--- config.mk ---
export PLATFORM = sky130hd
export DESIGN_NAME = fbfl_front
export DESIGN_NICKNAME = d
export VERILOG_FILES = /design/src/hdl/fixed_buffer_free_list_macros.svh /design/src/hdl/fbfl_pkg.sv /design/src/hdl/fbfl_front.sv
export SDC_FILE = /design/constraint.sdc
export NUM_CORES = 1
export LEC_CHECK = 0
export ABC_AREA = 0
export BUFFER_PORTS_ARGS = -buffer_cell sky130_fd_sc_hd__buf_2
export CORE_ASPECT_RATIO = 0.6
export CORE_MARGIN = 10
export CORE_UTILIZATION = 50
export CTS_CLUSTER_DIAMETER = 40
export DETAILED_ROUTE_END_ITERATION = 10
export PLACE_DENSITY = 0.67
export RECOVER_POWER = 50
export SLEW_MARGIN = 20
export SYNTH_ARGS = -nofsm -noshare
export SYNTH_HDL_FRONTEND = slang
export SYNTH_SLANG_ARGS = --single-unit
--- constraint.sdc ---
create_clock -name clk_i -period 6.2 [get_ports clk_i]
set_input_delay 0.62 -clock clk_i [delete_from_list [all_inputs] [get_ports clk_i]]
set_output_delay 0.62 -clock clk_i [all_outputs]
set_load 0.01 [all_outputs]
--- src/hdl/fixed_buffer_free_list_macros.svh ---
// Assertion macros shared by the buffer free list RTL.
`ifndef FIXED_BUFFER_FREE_LIST_MACROS_SVH
`define FIXED_BUFFER_FREE_LIST_MACROS_SVH

// Check that cons holds in the same cycle as ante.
`define FBFL_ASSERT_SAME(label, clk, rst_n, ante, cons) \
  label: assert property (@(posedge clk) disable iff (!rst_n) (ante) |-> (cons)) \
    else $error("free list check failed");

// Check that cons holds in the cycle after ante.
`define FBFL_ASSERT_NEXT(label, clk, rst_n, ante, cons) \
  label: assert property (@(posedge clk) disable iff (!rst_n) (ante) |=> (cons)) \
    else $error("free list check failed");

`endif

--- src/hdl/fbfl_pkg.sv ---
// Shared types and constants of the buffer free list.
package fbfl_pkg;

  localparam int OFFSET_W = 26;
  localparam int BYTES_W  = 17;
  localparam int REM_W    = BYTES_W + 1;

  localparam logic [BYTES_W-1:0] DEFAULT_BUFFER_BYTES = 17'd4096;

  localparam int DIV_RADIX_BITS = 2;
  localparam int DIV_CYCLES     = OFFSET_W / DIV_RADIX_BITS;
  localparam int DIV_CNT_W      = $clog2(DIV_CYCLES);

  localparam int QUEUE_DEPTH = 2;
  localparam int QPTR_W      = $clog2(QUEUE_DEPTH);
  localparam int QCNT_W      = $clog2(QUEUE_DEPTH + 1);

  localparam logic CMD_ALLOC = 1'b0;
  localparam logic CMD_FREE  = 1'b1;

  typedef enum logic [1:0] {
    STATUS_OK         = 2'd0,
    STATUS_EMPTY      = 2'd1,
    STATUS_BAD_OFFSET = 2'd2
  } status_e;

  typedef enum logic [1:0] {
    OP_ALLOC,
    OP_FREE,
    OP_BAD
  } op_e;

  typedef enum logic [1:0] {
    FS_IDLE,
    FS_DIV,
    FS_CLASSIFY
  } front_state_e;

  typedef enum logic [1:0] {
    BS_INIT,
    BS_IDLE,
    BS_EXEC
  } back_state_e;

  typedef struct packed {
    logic                cmd;
    logic [OFFSET_W-1:0] free_offset;
  } req_t;

  typedef struct packed {
    status_e             status;
    logic [OFFSET_W-1:0] buffer_offset;
    logic                pool_empty;
  } rsp_t;

endpackage

--- src/hdl/fbfl_front.sv ---
// Front end: takes requests, divides free offsets by the buffer size and classifies them.
module fbfl_front #(
  parameter int NUM_BUFFERS = 1024
) (
  input  logic                          clk_i,
  input  logic                          rst_ni,
  input  logic                          accept_i,
  input  fbfl_pkg::req_t                req_i,
  input  logic [fbfl_pkg::BYTES_W-1:0]  size_i,
  output logic                          busy_o,
  output logic                          push_o,
  output fbfl_pkg::op_e                 push_kind_o,
  output logic [$clog2(NUM_BUFFERS)-1:0] push_idx_o
);

  localparam int IDX_W = $clog2(NUM_BUFFERS);
  localparam logic [fbfl_pkg::OFFSET_W-1:0] NUM_LIMIT = fbfl_pkg::OFFSET_W'(NUM_BUFFERS);

  fbfl_pkg::front_state_e state_q, state_d;
  logic [fbfl_pkg::DIV_CNT_W-1:0] cnt_q;
  logic [fbfl_pkg::OFFSET_W-1:0]  dvd_q, dvd_step;
  logic [fbfl_pkg::OFFSET_W-1:0]  quo_q, quo_step;
  logic [fbfl_pkg::REM_W-1:0]     rem_q, rem_step;
  logic                           bad_offset;

  // Restoring division, retiring DIV_RADIX_BITS quotient bits per step.
  always_comb begin
    rem_step = rem_q;
    dvd_step = dvd_q;
    quo_step = quo_q;
    for (int k = 0; k < fbfl_pkg::DIV_RADIX_BITS; k++) begin
      rem_step = {rem_step[fbfl_pkg::REM_W-2:0], dvd_step[fbfl_pkg::OFFSET_W-1]};
      dvd_step = {dvd_step[fbfl_pkg::OFFSET_W-2:0], 1'b0};
      if (rem_step >= {1'b0, size_i}) begin
        rem_step = rem_step - {1'b0, size_i};
        quo_step = {quo_step[fbfl_pkg::OFFSET_W-2:0], 1'b1};
      end else begin
        quo_step = {quo_step[fbfl_pkg::OFFSET_W-2:0], 1'b0};
      end
    end
  end

  assign bad_offset = (rem_q != '0) || (quo_q >= NUM_LIMIT);

  always_comb begin
    state_d     = state_q;
    push_o      = 1'b0;
    push_kind_o = fbfl_pkg::OP_ALLOC;
    push_idx_o  = quo_q[IDX_W-1:0];
    case (state_q)
      fbfl_pkg::FS_IDLE: begin
        if (accept_i) begin
          if (req_i.cmd == fbfl_pkg::CMD_ALLOC) begin
            push_o = 1'b1;
          end else begin
            state_d = fbfl_pkg::FS_DIV;
          end
        end
      end
      fbfl_pkg::FS_DIV: begin
        if (cnt_q == fbfl_pkg::DIV_CNT_W'(fbfl_pkg::DIV_CYCLES - 1)) begin
          state_d = fbfl_pkg::FS_CLASSIFY;
        end
      end
      fbfl_pkg::FS_CLASSIFY: begin
        push_o      = 1'b1;
        push_kind_o = bad_offset ? fbfl_pkg::OP_BAD : fbfl_pkg::OP_FREE;
        state_d     = fbfl_pkg::FS_IDLE;
      end
      default: begin
        state_d = fbfl_pkg::FS_IDLE;
      end
    endcase
  end

  assign busy_o = (state_q != fbfl_pkg::FS_IDLE);

  always_ff @(posedge clk_i or negedge rst_ni) begin
    if (!rst_ni) begin
      state_q <= fbfl_pkg::FS_IDLE;
      cnt_q   <= '0;
    end else begin
      state_q <= state_d;
      if (state_q == fbfl_pkg::FS_DIV) begin
        cnt_q <= cnt_q + fbfl_pkg::DIV_CNT_W'(1);
      end else begin
        cnt_q <= '0;
      end
    end
  end

  always_ff @(posedge clk_i) begin
    if (state_q == fbfl_pkg::FS_IDLE) begin
      dvd_q <= req_i.free_offset;
      rem_q <= '0;
      quo_q <= '0;
    end else if (state_q == fbfl_pkg::FS_DIV) begin
      dvd_q <= dvd_step;
      rem_q <= rem_step;
      quo_q <= quo_step;
    end
  end

endmodule

# [After elaboration in Yosys (flattened, before gate mapping)]
# Index checks and enable logic that the tools add are counted.
[classes] add_sub_neg=3 order_cmp=3 n_eq_ne=6 muxes=16 n_reduce_logical=6
[ops] operator="$mux W26" n=2
[ops] operator="$ge A18 B17 Y1" n=2
[ops] operator="$ge A26 B11 Y1 const B" n=1
[ops] operator="$mux W18" n=1
[ops] operator="$reduce_bool A18 Y1" n=1
[ops] operator="$sub A18 B17 Y18" n=1
[ops] operator="$mux W17" n=1
[ops] operator="$sub A17 B17 Y17" n=1
[ops] operator="$mux W2" n=5
[ops] operator="$ne A2 B2 Y1 const B" n=3
[ops] operator="$add A4 B1 Y4 const B" n=1
[ops] operator="$eq A4 B4 Y1 const B" n=1
[ops] operator="$mux W1" n=4
[ops] operator="$mux W4" n=1
[ops] operator="$pmux W2 S2" n=1
[ops] operator="$reduce_bool A2 Y1" n=2
[ops] operator="$reduce_and A3 Y1" n=1
[ops] operator="$eq A2 B1 Y1 const B" n=1
[ops] operator="$eq A2 B2 Y1 const B" n=1
[ops] operator="$logic_not A2 Y1" n=1
[ops] operator="$pmux W1 S2" n=1
[ops] operator="$logic_or A1 B1 Y1" n=1
[totals] register_bits=76 inputBits=47 out_inout_bits=14

# [Longest topological paths before layout]
[logic_depth] ltp_word=4 mapped_depth=21

# [Worst setup path after synthesis]
# Ideal clock, no wire load.
[synth_timing] path_kind="input to register" startpoint="input size_i[0] in the netlist's numbering" endpoint="register rem_q[5] in the netlist's numbering" t_arrival_ns=5.069 required_ns=6.073 setup_slack_ns=1.004 path_stages=20 n_path_buf=2 cell_sequence="ha_1 > inv_1 > fa_1 > a211oi_2 > o211ai_1 > a211oi_1 > o21ai_1 > clkbuf_1 > nor2_1 > a21oi_1 > ha_1 > and3_4 > and3_4 > or4_1 > and3_1 > a21o_1 > a211oi_4 > buf_6 > mux2i_1 > o21ai_1"
[synth_between] elab_chain_cells=4 elab_cells_between_ends=6 classes_between="add/sub (2); order compare (2); mux (2)"
[synth_rtl] element="from (decl)" line_no="fbfl_front.sv:9" source="input logic [fbfl_pkg::BYTES_W-1:0] size_i,"
[synth_rtl] element="$sub A17 B17 Y17 or $ge A18 B17 Y1 (tied branches)" line_no="fbfl_front.sv:35, fbfl_front.sv:34"
[synth_rtl] element="$mux W17" line_no="fbfl_front.sv:34" source="if (rem_step >= {1'b0, size_i}) begin"
[synth_rtl] element="$sub A18 B17 Y18 or $ge A18 B17 Y1 (tied branches)" line_no="fbfl_front.sv:35, fbfl_front.sv:34"
[synth_rtl] element="$mux W18 (*)" line_no="fbfl_front.sv:34"
[synth_rtl] element="to (signal assigned)" line_no="fbfl_front.sv:99" source="rem_q <= rem_step;"
[synth_rtl] element="to (decl)" line_no="fbfl_front.sv:23" source="logic [fbfl_pkg::REM_W-1:0] rem_q, rem_step;"
# Mark *: on every way between the ends. The rest lies on a longest branch, timed or not.
# A chain may end at the register's enable or synchronous reset.

# [Worst setup path in the final report]
[layout_timing] startpoint="register dvd_q[25] in the netlist's numbering" endpoint="register rem_q[1] in the netlist's numbering"
[layout_between] elab_chain_cells=4 elab_cells_between_ends=6 classes_between="add/sub (2); order compare (2); mux (2)"
[layout_rtl] element="from (decl)" line_no="fbfl_front.sv:21" source="logic [fbfl_pkg::OFFSET_W-1:0] dvd_q, dvd_step;"
[layout_rtl] element="from (signal assigned)" line_no="fbfl_front.sv:94" source="dvd_q <= req_i.free_offset;"
[layout_rtl] element="from (signal assigned)" line_no="fbfl_front.sv:98" source="dvd_q <= dvd_step;"
[layout_rtl] element="$sub A17 B17 Y17 or $ge A18 B17 Y1 (tied branches)" line_no="fbfl_front.sv:35, fbfl_front.sv:34"
[layout_rtl] element="$mux W17 (*)" line_no="fbfl_front.sv:34"
[layout_rtl] element="$sub A18 B17 Y18 or $ge A18 B17 Y1 (tied branches)" line_no="fbfl_front.sv:35, fbfl_front.sv:34"
[layout_rtl] element="$mux W18 (*)" line_no="fbfl_front.sv:34"
# Marks and branches as above.

==> impl_metrics.tcl <==
set metrics [dict create \
    h-tree-depth 3 \
    synth_seq_cells 76 \
    io_buffer_count 60 \
    rsz0062_at_grt "no" \
    mappedNetlistArea_um2 5060 \
    hold_viol_final 0 \
    clk_pin_slew_ns 0.06 \
    die_w_um 150 \
    via_per_inst 5.81 \
    io_pins 61 \
    hold_slack_ns 0.157 \
    cp_max_fo 20 \
    outcome "finished, violations left" \
    fillers 894 \
    setup_tns_ns 0 \
    maxSlewViolCount 104 \
    yosys_warnings 0 \
    floorplan.initialDensity_pct 51.4 \
    critPathTopFamily "compound AO/OA/AOI/OAI gates" \
    n_antenna_cell 0 \
    vias 4406 \
    worst_slew_pin_slew_ns 2.13 \
    fmax_mhz 177 \
    first_global_vias 4188 \
    remaining_drc_errors 0 \
    synthArstFlopShare_pct 7.89 \
    crit_buf_inv 3 \
    die-height_um 97.9 \
    slew_headroom_pct -41.8 \
    grt_overflow 0 \
    hpwl_um 10300 \
    max_stage_delay_ns 0.52 \
    finalCriticalPeriod_ns 5.66 \
    post_cts_buffers 0 \
    cts_resized 0 \
    wl_um 13600 \
    final_common_cell "nand2_1" \
    violations "capacitance limit, slew limit" \
    ant_nets 0 \
    syn2layout_area_growth_pct 13.6 \
    floorplan.rows 28 \
    numCtsBuffers 9 \
    synth-main-ff-cell "dfxtp_1" \
    dieArea_um2 14700 \
    cts-root-buf "clkbuf_16" \
    fin_crit_sh_pct 91.3 \
    cts_tree "built" \
    worstSetupStartpointType "flip-flop" \
    clock-skew-final_ns 0.00549 \
    syn_inst 570 \
    syn-num-nets 655 \
    final_cell_mix "86 x nand2_1, 49 x buf_2, 44 x a21oi_1, 44 x o21ai_0, 44 x dfxtp_1" \
    cp_data_required_time_ns 6.39 \
    grt_first_pass_wirelength_um 21900 \
    critPathSlowestCell "a211oi_1" \
    core_um2 9840 \
    synth_seq_area_share_pct 35.8 \
    arrival_ns 5.85 \
    critPathKind "reg -> reg" \
    drt_iter0_drc 375 \
    finalSetupViolCount 0 \
    drive_gt1_share_pct 18.0 \
    clock_latency_ns 0.33 \
    gp_congestion 0.997 \
    ys_types 60 \
    reg2reg_depth 19 \
    path_cells "inv_1, ha_1, inv_1, fa_1, a211oi_2, o211ai_1, a211oi_1, o21ai_2, mux2_2, ha_1, a211oi_1, o211ai_1, a211o_1, and3_1, a21o_1, a211oi_4, buf_4, mux2i_1, o21ai_0" \
    postCtsHoldBufs 0 \
    max_cap_viol_count 2 \
    wire_per_inst_um 17.9 \
    hp-class "in -> async" \
    cp.depth 19 \
    avgSynthCellArea_um2 8.87 \
    first_pass_iters 6 \
    grt_max_degree 73 \
    nets 703 \
    cts_max_path_buffers 2 \
    synth_edf_count 26 \
    antenna_found_initial 0 \
    grtUsageTotal_pct 18.4 \
    clock_sinks 76 \
    cp-end-kind "flip-flop" \
]
## cell usage after synthesis (4+ instances only)
cell      count  area share, %
mux2i_1       5           0.99
and2_1        4           0.49
o311ai_0      7            1.2
inv_1        25            1.9
nor4_1        9            1.1
o21ai_0      44            4.4
nand2_1      86            6.4
a21oi_1      44            4.4
a21o_1        7            1.0
o31ai_1       5           0.74
nand4_1       5           0.62
nor3_1        8           0.79
nand3_1      12            1.2
o211ai_1      6           0.89
o21a_1        6           0.89
dfxtp_1      44             17
buf_4        11            1.6
xnor2_1      18            3.1
mux2_2       28            6.2
o21ai_1       4           0.40
or4_1         4           0.59
nor2_1       30            2.2
xor2_1       12            2.1
nand2b_1      7           0.87
dfrtp_1       6            3.0
clkbuf_1     18            1.3
edfxtp_1     26             15
ha_1         36            8.9
## state kept, by name (all words and copies together), names as in the netlist
signal   cells
dvd_q       26
state_q      2
rem_q       18
cnt_q        4
quo_q       26
## area by class of cell
class	count	area, µm²	share of cell area, %
clock buffers	11	254	4.42
clock inverters	5	82.6	1.44
inverters	25	93.8	1.63
multi-input cells	438	2990	52.1
flip-flops and latches	76	1810	31.5
well taps	135	169	2.94
repair buffers	68	343	5.97
## through the flow
stage	util [%]	cells	instance area, µm²	worst slack (ns)
5_1_grt	58.4	758	5750	0.114
3_5_place_dp	55.1	742	5430	0.356
4_1_cts	58.6	758	5770	0.612
6_report	58.4	758	5750	0.537
3_3_place_gp	55.1	742	5430	0.481
2_1_floorplan	-	570	5060	1.00
## final timing paths
path	startpoint	endpoint	slack, ns
setup / recovery	dvd_q[25]$_DFFE_PP_	rem_q[1]$_SDFFE_PP0P_	0.54
hold / removal	rst_ni	state_q[0]$_DFFE_PN0P_	0.16
setup reg to reg	dvd_q[25]$_DFFE_PP_	rem_q[1]$_SDFFE_PP0P_	0.54
hold reg to reg	quo_q[25]$_SDFFE_PP0P_	quo_q[25]$_SDFFE_PP0P_	0.46
max in group asynchronous	rst_ni	cnt_q[2]$_DFF_PN0_	5.79
min in group clk_i	quo_q[25]$_SDFFE_PP0P_	quo_q[25]$_SDFFE_PP0P_	0.46
## kinds of logic (layout without fill, tap and decap cells)
family / after synthesis / count (layout) / synth area share (%)
AND/OR/NAND/NOR: 183 / 183 / 17.1
AO/OA/AOI/OAI: 154 / 154 / 19.8
flip-flops: 76 / 76 / 35.8
buffers and inverters: 56 / 109 / 5.12
adder cells (fa/ha/maj): 38 / 38 / 9.70
multiplexers: 33 / 33 / 7.22
XOR/XNOR: 30 / 30 / 5.20
## metal layers
layer	vias up	track usage (%)	part of all wire (%)
met5	-	0	0
met4	0	4.32	0.63
met3	8	6.13	9.4
met2	145	24.3	39
met1	2093	27.6	51
li1	2160	-	-
Power is not shown: default switching activity piles up to over one toggle a cycle in this logic, so the estimate is an artifact.
