## src/hdl/fixed_buffer_free_list_macros.svh

```systemverilog
// Assertion macros shared by the buffer free list RTL.
`ifndef FIXED_BUFFER_FREE_LIST_MACROS_SVH
`define FIXED_BUFFER_FREE_LIST_MACROS_SVH

// Check that cons holds in the same cycle as ante.
`define FBFL_ASSERT_SAME(label, clk, rst_n, ante, cons) \
  label: assert property (@(posedge clk) disable iff (!rst_n) (ante) |-> (cons)) \
    else $error("free list check failed");

// Check that cons holds in the cycle after ante.
`define FBFL_ASSERT_NEXT(label, clk, rst_n, ante, cons) \
  label: assert property (@(posedge clk) disable iff (!rst_n) (ante) |=> (cons)) \
    else $error("free list check failed");

`endif

```

## src/hdl/fbfl_pkg.sv

```systemverilog
// Shared types and constants of the buffer free list.
package fbfl_pkg;

  localparam int OFFSET_W = 26;
  localparam int BYTES_W  = 17;
  localparam int REM_W    = BYTES_W + 1;

  localparam logic [BYTES_W-1:0] DEFAULT_BUFFER_BYTES = 17'd4096;

  localparam int DIV_RADIX_BITS = 2;
  localparam int DIV_CYCLES     = OFFSET_W / DIV_RADIX_BITS;
  localparam int DIV_CNT_W      = $clog2(DIV_CYCLES);

  localparam int QUEUE_DEPTH = 2;
  localparam int QPTR_W      = $clog2(QUEUE_DEPTH);
  localparam int QCNT_W      = $clog2(QUEUE_DEPTH + 1);

  localparam logic CMD_ALLOC = 1'b0;
  localparam logic CMD_FREE  = 1'b1;

  typedef enum logic [1:0] {
    STATUS_OK         = 2'd0,
    STATUS_EMPTY      = 2'd1,
    STATUS_BAD_OFFSET = 2'd2
  } status_e;

  typedef enum logic [1:0] {
    OP_ALLOC,
    OP_FREE,
    OP_BAD
  } op_e;

  typedef enum logic [1:0] {
    FS_IDLE,
    FS_DIV,
    FS_CLASSIFY
  } front_state_e;

  typedef enum logic [1:0] {
    BS_INIT,
    BS_IDLE,
    BS_EXEC
  } back_state_e;

  typedef struct packed {
    logic                cmd;
    logic [OFFSET_W-1:0] free_offset;
  } req_t;

  typedef struct packed {
    status_e             status;
    logic [OFFSET_W-1:0] buffer_offset;
    logic                pool_empty;
  } rsp_t;

endpackage

```

## src/hdl/fbfl_queue.sv

```systemverilog
// Short queue of classified requests between the front and back ends.
module fbfl_queue #(
  parameter int NUM_BUFFERS = 1024
) (
  input  logic                           clk_i,
  input  logic                           rst_ni,
  input  logic                           push_i,
  input  fbfl_pkg::op_e                  kind_i,
  input  logic [$clog2(NUM_BUFFERS)-1:0] idx_i,
  input  logic                           pop_i,
  output logic                           valid_o,
  output logic                           full_o,
  output fbfl_pkg::op_e                  kind_o,
  output logic [$clog2(NUM_BUFFERS)-1:0] idx_o
);

  localparam int IDX_W = $clog2(NUM_BUFFERS);

  fbfl_pkg::op_e          kind_q [fbfl_pkg::QUEUE_DEPTH];
  logic [IDX_W-1:0]       idx_q  [fbfl_pkg::QUEUE_DEPTH];
  logic [fbfl_pkg::QPTR_W-1:0] wr_ptr_q, rd_ptr_q;
  logic [fbfl_pkg::QCNT_W-1:0] count_q;

  assign valid_o = (count_q != '0);
  assign full_o  = (count_q == fbfl_pkg::QCNT_W'(fbfl_pkg::QUEUE_DEPTH));
  assign kind_o  = kind_q[rd_ptr_q];
  assign idx_o   = idx_q[rd_ptr_q];

  always_ff @(posedge clk_i or negedge rst_ni) begin
    if (!rst_ni) begin
      wr_ptr_q <= '0;
      rd_ptr_q <= '0;
      count_q  <= '0;
    end else begin
      if (push_i) begin
        wr_ptr_q <= wr_ptr_q + fbfl_pkg::QPTR_W'(1);
      end
      if (pop_i) begin
        rd_ptr_q <= rd_ptr_q + fbfl_pkg::QPTR_W'(1);
      end
      if (push_i && !pop_i) begin
        count_q <= count_q + fbfl_pkg::QCNT_W'(1);
      end else if (pop_i && !push_i) begin
        count_q <= count_q - fbfl_pkg::QCNT_W'(1);
      end
    end
  end

  always_ff @(posedge clk_i) begin
    if (push_i) begin
      kind_q[wr_ptr_q] <= kind_i;
      idx_q[wr_ptr_q]  <= idx_i;
    end
  end

endmodule

```

## config.mk

```make
export PLATFORM = sky130hd
export DESIGN_NAME = fbfl_queue
export DESIGN_NICKNAME = d
export VERILOG_FILES = /design/src/hdl/fixed_buffer_free_list_macros.svh /design/src/hdl/fbfl_pkg.sv /design/src/hdl/fbfl_queue.sv
export SDC_FILE = /design/constraint.sdc
export NUM_CORES = 1
export LEC_CHECK = 0
export BUFFER_PORTS_ARGS = -buffer_cell sky130_fd_sc_hd__buf_4
export CAP_MARGIN = 0
export CORE_MARGIN = 8
export CORE_UTILIZATION = 53
export DETAILED_ROUTE_END_ITERATION = 10
export GPL_TIMING_DRIVEN = 0
export PLACE_DENSITY = 0.81
export REMOVE_ABC_BUFFERS = 1
export SLEW_MARGIN = 20
export SYNTH_ARGS = -nofsm -noshare
export SYNTH_HDL_FRONTEND = slang
export SYNTH_SLANG_ARGS = --single-unit
```

## constraint.sdc

```tcl
create_clock -name clk_i -period 2 [get_ports clk_i]
set_input_delay 0.1 -clock clk_i [delete_from_list [all_inputs] [get_ports clk_i]]
set_output_delay 0.1 -clock clk_i [all_outputs]
set_load 0.05 [all_outputs]
```

---- Word-level counts from Yosys, hierarchy flattened ----
Memory sizes are Yosys's and may differ from the RTL's.
Index checks and enable logic that the tools add are counted.
storage, ports and cells
  flip-flop bits (word level) ............. 4
  RAM bits ................................ 24
  output and inout bits ................... 14
  memories kept ........................... 2
cells by class
  add/subtract/negate cells ............... 4
  equality and inequality tests ........... 1
  muxes and demuxes ....................... 4
  reductions and logical operators ........ 6
memory list
  name    words  bits a word  read ports  clocked after Yosys merged registers in  write ports  RTL line          text
  idx_q   2      10           1           0                                        1            fbfl_queue.sv:20  logic [IDX_W-1:0] idx_q [fbfl_pkg::QUEUE_DEPTH];
  kind_q  2      2            1           0                                        1            fbfl_queue.sv:19  fbfl_pkg::op_e kind_q [fbfl_pkg::QUEUE_DEPTH];
operators with widths
  kind                   count
  $mux W2                2
  $reduce_bool A2 Y1     2
  $add A1 B1 Y1 const B  2
  $add A2 B1 Y2 const B  1
  $eq A2 B2 Y1 const B   1
  $logic_and A1 B1 Y1    2
  $logic_not A1 Y1       2
  $mux W1                2
  $sub A2 B1 Y2 const B  1

---- Longest topological paths before layout ----
Gate-level depths: netlist of the first run.
  depth in word-level cells ............... 4
  gate-level depth with buffers ........... 5
  depth with buffers taken out ............ 5

---- Worst setup path before layout of the first run ----
OpenSTA, ideal clock, no wires.
  path kind ............................... register to register
  start point ............................. register wr_ptr_q
  end point ............................... memory idx_q[0][0] (netlist bit), enable pin
  library setup time ...................... 0.382 ns
  arrival ................................. 0.963 ns
  setup slack ............................. 0.655 ns
  stages on the path, launching flop included .. 2
  clock period less this slack ............ 1.345 ns
  path through ............................ dfrtp_1 nor2b_1
RTL lines
  item                    RTL line          text
  start, declared         fbfl_queue.sv:21  logic [fbfl_pkg::QPTR_W-1:0] wr_ptr_q, rd_ptr_q;
  start signal, assigned  fbfl_queue.sv:36  wr_ptr_q <= wr_ptr_q + fbfl_pkg::QPTR_W'(1);
  end, declared           fbfl_queue.sv:20
Straight into the memory's write port.

---- Worst setup path after layout of the first run ----
  start point ............................. register rd_ptr_q
  end point ............................... output port kind_o[1]
between the ends
  word-level cells in the longest chain between the ends .. 1
ends and longest elaborated chain
  item                    RTL line          text
  start, declared         fbfl_queue.sv:21
  start signal, assigned  fbfl_queue.sv:39  rd_ptr_q <= rd_ptr_q + fbfl_pkg::QPTR_W'(1);
  $mem_v2 Z2 W2           -
  end, declared           fbfl_queue.sv:13  output fbfl_pkg::op_e kind_o,
Every way passes these cells.

==> results.md, run 1 <==
* Outcome: completed
* Sw Share at 0.390
* Drt pass-1 iters at 4
* Via density at 4.77
* Crit path time final at 1.86 ns
* Ys Warns at 0
* PostCTS Resize Cnt at 0
* Main area contributors after synthesis: edfxtp_1 66%, mux2_4 12%, dfrtp_1 9.2%
* Most common cell after layout, fill and taps aside: buf_4
* Vias at 606
* PortBufs at 29
* Logic gate share of total power at 0.441
* Worst EP arrival at 1.76 ns
* Hold Path Class: input port to asynchronous set/reset pin
* CTS Hold Bufs at 15
* CTS tree: built
* Layout Utilization at 0.791
* Kind of critical path: register to output pin
* Pin count of the biggest net entering global routing at 17
* Drt initial violations at 11
* Final Cycle Share at 0.930
* Syn Area/Cell at 20.6 um^2
* Critical Path Max Stage Delay at 0.81 ns
* Switching pwr at 0.000885 W
* Internal at 0.00139 W
* Max-slew violations at 0
* Post-synth top area share at 0.661
* Final setup vio count at 0
* Final hold vios at 0
* Netlist cell types at 13
* GRT Overall Usage at 0.108
* Most Crowded Layer GR: met2
* F_max at 537 MHz
* Antenna violations before repair at 0
* Buffer count from post-CTS setup fixing at 0
* H-Tree Depth at 1
* Vias in the first global route at 642
* Core Area at 1940 um^2
* Yosys reg bits at 28
* Clk pin slew, worst setup/hold paths at 0.15 ns
* Worst EP required at 1.90 ns
* Total negative slack at 0 ns
* Longest Clk Path Bufs at 2
* Die ar. at 3760 um^2
* Worst path cell trace: mux2_2 > buf_4
* Met1 Usage GRT at 0.103
* P&R area growth vs syn at 40.9%
* Crit path max fanout at 13
* WL final at 1890 um
* CP max-delay cell: dfrtp_1
* CP startpoint kind: register
* Sequential area share after synthesis at 0.753
* Skew final at 0.0109 ns
* Leakage at 0.634 nW
* Crit path capture type: output pin
* Commonest cells after routing, fill and taps aside: 29 x buf_4, 24 x edfxtp_1, 15 x dlygate4sd3_1, 9 x mux2_4
* Met2 usage at 0.191
* DRC Markers at 0
* Antenna-violating nets left at 0
* Die height at 61.3 um
* RD Place Congestion at 0.611
* RSZ-0062 raised after global routing: no
* Clock Power Share at 0.160
* Met3 Use GR at 0.0334
* Rel. slew slack at 0.545
* Synth Cell Area at 1090 um^2
* Layout Nets at 118
* Sequential share of power at 0.399
* CTS sink count at 28
* Row cnt at 16
* Num CTS Buffers at 3
* Clock root buffer: clkbuf_4
* Layout cells sized above 1 at 0.470
* First-pass GRT wire length at 2790 um
* Peak VDD IR at 1.02 mV
* DR WL/cell at 14.9 um
* Total gr overflow at 0
* ANT cells at 0
* Max cap viols at 0
* Synth area leader: edfxtp_1
* Initial Util at 0.561
* I/O pin count at 30
* Power density cells at 1480 nW/um^2
* Skew-Pair Late Insertion Delay at 0.33 ns
* Cells after Synth at 53
* Horiz. Die Dim at 61.3 um
* Worst Max-Slew Pin Slew at 0.683 ns
per-stage QoR:
stage | total power (W) | hold slack [ns] | cell area [um^2] | std cells | setup slack (ns)
finish | 0.00227 | 0.0754 | 1540 | 127 | 0.139
global route | 0.00235 | 0.0722 | 1540 | 127 | 0.0548
CTS | 0.00229 | 0.0743 | 1530 | 127 | 0.135
detailed placement | 0.00191 | -0.101 | 1330 | 108 | 0.305
global placement | 0.00188 | -0.103 | 1330 | 108 | 0.398
floorplan | 0.00163 | -0.196 | 1080 | 52 | 0.655
Yosys cell counts (all sizes together):
| library cell | number |
|---|---|
| edfxtp | 24 |
| mux2 | 12 |
| dfrtp | 4 |
| xor2 | 4 |
| nor2b | 2 |
| and2 | 1 |
| buf | 1 |
| ha | 1 |
| inv | 1 |
| nor2 | 1 |
| or2 | 1 |
| xnor2 | 1 |
sequential cells by signal, indices dropped and copies added, names as in the netlist:
register / flops
wr_ptr_q: 1
idx_q: 20
rd_ptr_q: 1
kind_q: 4
count_q: 2
power groups by stage:
stage	clock, W	sequential (W)	combinational (W)
after floorplan	0	0.000889	0.000741
after global placement	0	0.000911	0.000973
after detailed placement	0	0.000921	0.000986
after CTS	0.000367	0.000906	0.00101
after global routing	0.000383	0.000925	0.00104
final	0.000363	0.000905	0.00100
final timing paths:
path / cells past startpoint / endpoint / slack [ns] / from
worst max-delay path: 2 / kind_o[1] / 0.14 / rd_ptr_q$_DFFE_PN0P_
worst min-delay path: 2 / rd_ptr_q$_DFFE_PN0P_ / 0.08 / rst_ni
worst max register to register: 1 / idx_q[0][4]$_DFFE_PP_ / 0.68 / wr_ptr_q$_DFFE_PN0P_
worst min register to register: 1 / count_q[1]$_DFFE_PN0P_ / 0.51 / count_q[1]$_DFFE_PN0P_
max in group asynchronous: 2 / count_q[0]$_DFFE_PN0P_ / 1.83 / rst_ni
min in group clk_i: 3 / rd_ptr_q$_DFFE_PN0P_ / 0.48 / pop_i
critical path: cells and delay by family (launching register included):
kind | cells | cell delay [ns]
flip-flops | 1 | 0.81
buffers and inverters | 1 | 0.19
multiplexers | 1 | 0.42
per-layer routing:
| layer | wire (um) | part of all wire |
|---|---|---|
| met5 | 0 | 0 |
| met4 | 53 | 0.028 |
| met3 | 143 | 0.076 |
| met2 | 1010 | 0.53 |
| met1 | 689 | 0.36 |
layout make-up:
type	instances	area, um^2
clock buffers	3	22.5
clock inverters	1	30.0
fillers	117	407
inverters	1	3.75
multi-input cells	23	256
flip-flops and latches	28	821
well taps	27	33.8
repair buffers	44	368
cell families after synthesis:
group	synth area share
flip-flops	0.753
XOR/XNOR	0.0402
AND/OR/NAND/NOR	0.0264
adder cells (fa/ha/maj)	0.0115
buffers and inverters	0.0138
multiplexers	0.155
Note: power is estimated with default switching activity, not from simulation.
==> run 2: changes to the inputs <==
--- a/config.mk
+++ b/config.mk
@@ -6,11 +6,11 @@
 export NUM_CORES = 1
 export LEC_CHECK = 0
 export BUFFER_PORTS_ARGS = -buffer_cell sky130_fd_sc_hd__buf_4
-export CAP_MARGIN = 0
 export CORE_MARGIN = 8
 export CORE_UTILIZATION = 53
 export DETAILED_ROUTE_END_ITERATION = 10
 export GPL_TIMING_DRIVEN = 0
+export MAX_ROUTING_LAYER = met4
 export PLACE_DENSITY = 0.81
 export REMOVE_ABC_BUFFERS = 1
 export SLEW_MARGIN = 20
==> results.md, run 2 (same netlist as run 1, synthesis figures left out) <==
* Outcome: completed (unchanged)
* Layout cells sized above 1 at 0.470 (unchanged)
* Skew-Pair Late Insertion Delay at 0.33 ns (about the same)
* Worst EP arrival at 1.76 ns (about the same)
* Top reg by flops: idx_q (unchanged)
* Final hold vios at 0 (unchanged)
* I/O pin count at 30 (unchanged)
* Die height at 61.3 um (unchanged)
* Worst EP required at 1.90 ns (about the same)
* First-pass GRT wire length at 2810 um (was 2790 um)
* Longest Clk Path Bufs at 2 (unchanged)
* F_max at 537 MHz (about the same)
* PostCTS Resize Cnt at 0 (unchanged)
* Pin count of the biggest net entering global routing at 17 (unchanged)
* Buffer count from post-CTS setup fixing at 0 (unchanged)
* Drt initial violations at 11 (unchanged)
* WL final at 1900 um (was 1890 um)
* CP startpoint kind: register (unchanged)
* Power density cells at 1480 nW/um^2 (about the same)
* DR WL/cell at 14.9 um (about the same)
* R2R Path End: idx_q[0][4]$_DFFE_PP_ (unchanged)
* Worst path cell trace: mux2_2 > buf_4 (unchanged)
* Peak VDD IR at 1.02 mV (about the same)
* Most common cell after layout, fill and taps aside: buf_4 (unchanged)
* Skew final at 0.0111 ns (was 0.0109 ns)
* Max-slew violations at 0 (unchanged)
* P&R area growth vs syn at 40.9% (unchanged)
* Vias at 603 (was 606)
* Commonest cells after routing, fill and taps aside: 29 x buf_4, 24 x edfxtp_1, 15 x dlygate4sd3_1, 9 x mux2_4 (unchanged)
* Max reg flops at 20 (unchanged)
* Initial Util at 0.561 (unchanged)
* Via density at 4.75 (was 4.77)
* Hold Path Class: input port to asynchronous set/reset pin (unchanged)
* GRT Overall Usage at 0.111 (was 0.108)
* Layout Nets at 118 (unchanged)
* Crit path time final at 1.86 ns (about the same)
* ANT cells at 0 (unchanged)
* RD Place Congestion at 0.615 (was 0.611)
* Num CTS Buffers at 3 (unchanged)
* Total gr overflow at 0 (unchanged)
* Row cnt at 16 (unchanged)
* Clk pin slew, worst setup/hold paths at 0.15 ns (about the same)
* Drt pass-1 iters at 4 (unchanged)
* Final instance area at 1540 um^2 (unchanged)
* CP max-delay cell: dfrtp_1 (unchanged)
* Horiz. Die Dim at 61.3 um (unchanged)
* Clock root buffer: clkbuf_4 (unchanged)
* H-Tree Depth at 1 (unchanged)
* Die ar. at 3760 um^2 (unchanged)
* DP Area at 1330 um^2 (unchanged)
* Rel. slew slack at 0.545 (about the same)
* RSZ-0062 raised after global routing: no (unchanged)
* Top flop regs: idx_q: 20 flops, kind_q: 4 flops, count_q: 2 flops (unchanged)
* Worst Max-Slew Pin Slew at 0.682 ns (was 0.683 ns)
* Antenna violations before repair at 0 (unchanged)
* Vias in the first global route at 641 (was 642)
* Final Cycle Share at 0.931 (was 0.930)
* R2R Setup Slk at 0.68 ns (about the same)
* CP top delay family: flip-flops (unchanged)
* Reg2Reg Depth at 1 (unchanged)
* PortBufs at 29 (unchanged)
* CTS tree: built (unchanged)
* Core Area at 1940 um^2 (unchanged)
* Final setup vio count at 0 (unchanged)
* Crit path max fanout at 13 (unchanged)
* DRC Markers at 0 (unchanged)
* Kind of critical path: register to output pin (unchanged)
* Worst r2r src: wr_ptr_q$_DFFE_PN0P_ (unchanged)
* Leakage at 0.634 nW (unchanged)
* CTS sink count at 28 (unchanged)
* Total negative slack at 0 ns (unchanged)
* Max cap viols at 0 (unchanged)
* Critical Path Max Stage Delay at 0.81 ns (about the same)
* Antenna-violating nets left at 0 (unchanged)
* Buf/Inv on CP at 1 (unchanged)
* Crit path capture type: output pin (unchanged)
## run 2: cell counts in the layout (fill, tap and decap cells not counted)
Identical to the previous run, type by type.
## run 2: worst max-delay path by stage
stage / startpoint / depth (start not counted) / end
CTS: rd_ptr_q$_DFFE_PN0P_ / 2 / kind_o[1]
finish: rd_ptr_q$_DFFE_PN0P_ / 2 / kind_o[1]
detailed placement: wr_ptr_q$_DFFE_PN0P_ / 1 / idx_q[0][4]$_DFFE_PP_
global route: rd_ptr_q$_DFFE_PN0P_ / 2 / kind_o[1]
global placement: wr_ptr_q$_DFFE_PN0P_ / 1 / idx_q[0][4]$_DFFE_PP_
floorplan: wr_ptr_q$_DFFE_PN0P_ / 1 / idx_q[0][0]$_DFFE_PP_
## run 2: timing repair
item	in CTS	in global routing
setup endpoints to repair	0	0
endpoints found under the hold margin	30	0
hold buffers	15	0
## run 2: routing by layer
metal	share of wire	routed length, um	global-route usage	vias to the layer above
li1	-	-	-	290
met1	0.37	709	0.106	289
met2	0.53	997	0.188	20
met3	0.071	135	0.0313	4
met4	0.028	53	0.0779	0
met5	0	0	-	-
## run 2: where the power goes
group	total (W)	internal [W]	switching, W
sequential	0.000905	0.000787	0.000119
combinational	0.00100	0.000396	0.000605
clock	0.000364	0.000203	0.000161
## run 2: per-stage QoR
stage,instances,hold WS [ns],util,setup slack [ns],total power [W]
floorplan,52,-0.196,-,0.655,0.00163
global placement,108,-0.103,0.685,0.398,0.00188
detailed placement,108,-0.101,0.685,0.305,0.00191
CTS,127,0.0743,0.789,0.135,0.00229
global route,127,0.0722,0.791,0.0516,0.00235
finish,127,0.0732,0.791,0.138,0.00227
## run 2: cell type report
type / count / area (um^2)
Fill cell: 117 / 407
Clock inverter: 1 / 30.0
Tap cell: 27 / 33.8
Inverter: 1 / 3.75
Timing Repair Buffer: 44 / 368
Sequential cell: 28 / 821
Clock buffer: 3 / 22.5
Multi-Input combinational cell: 23 / 256
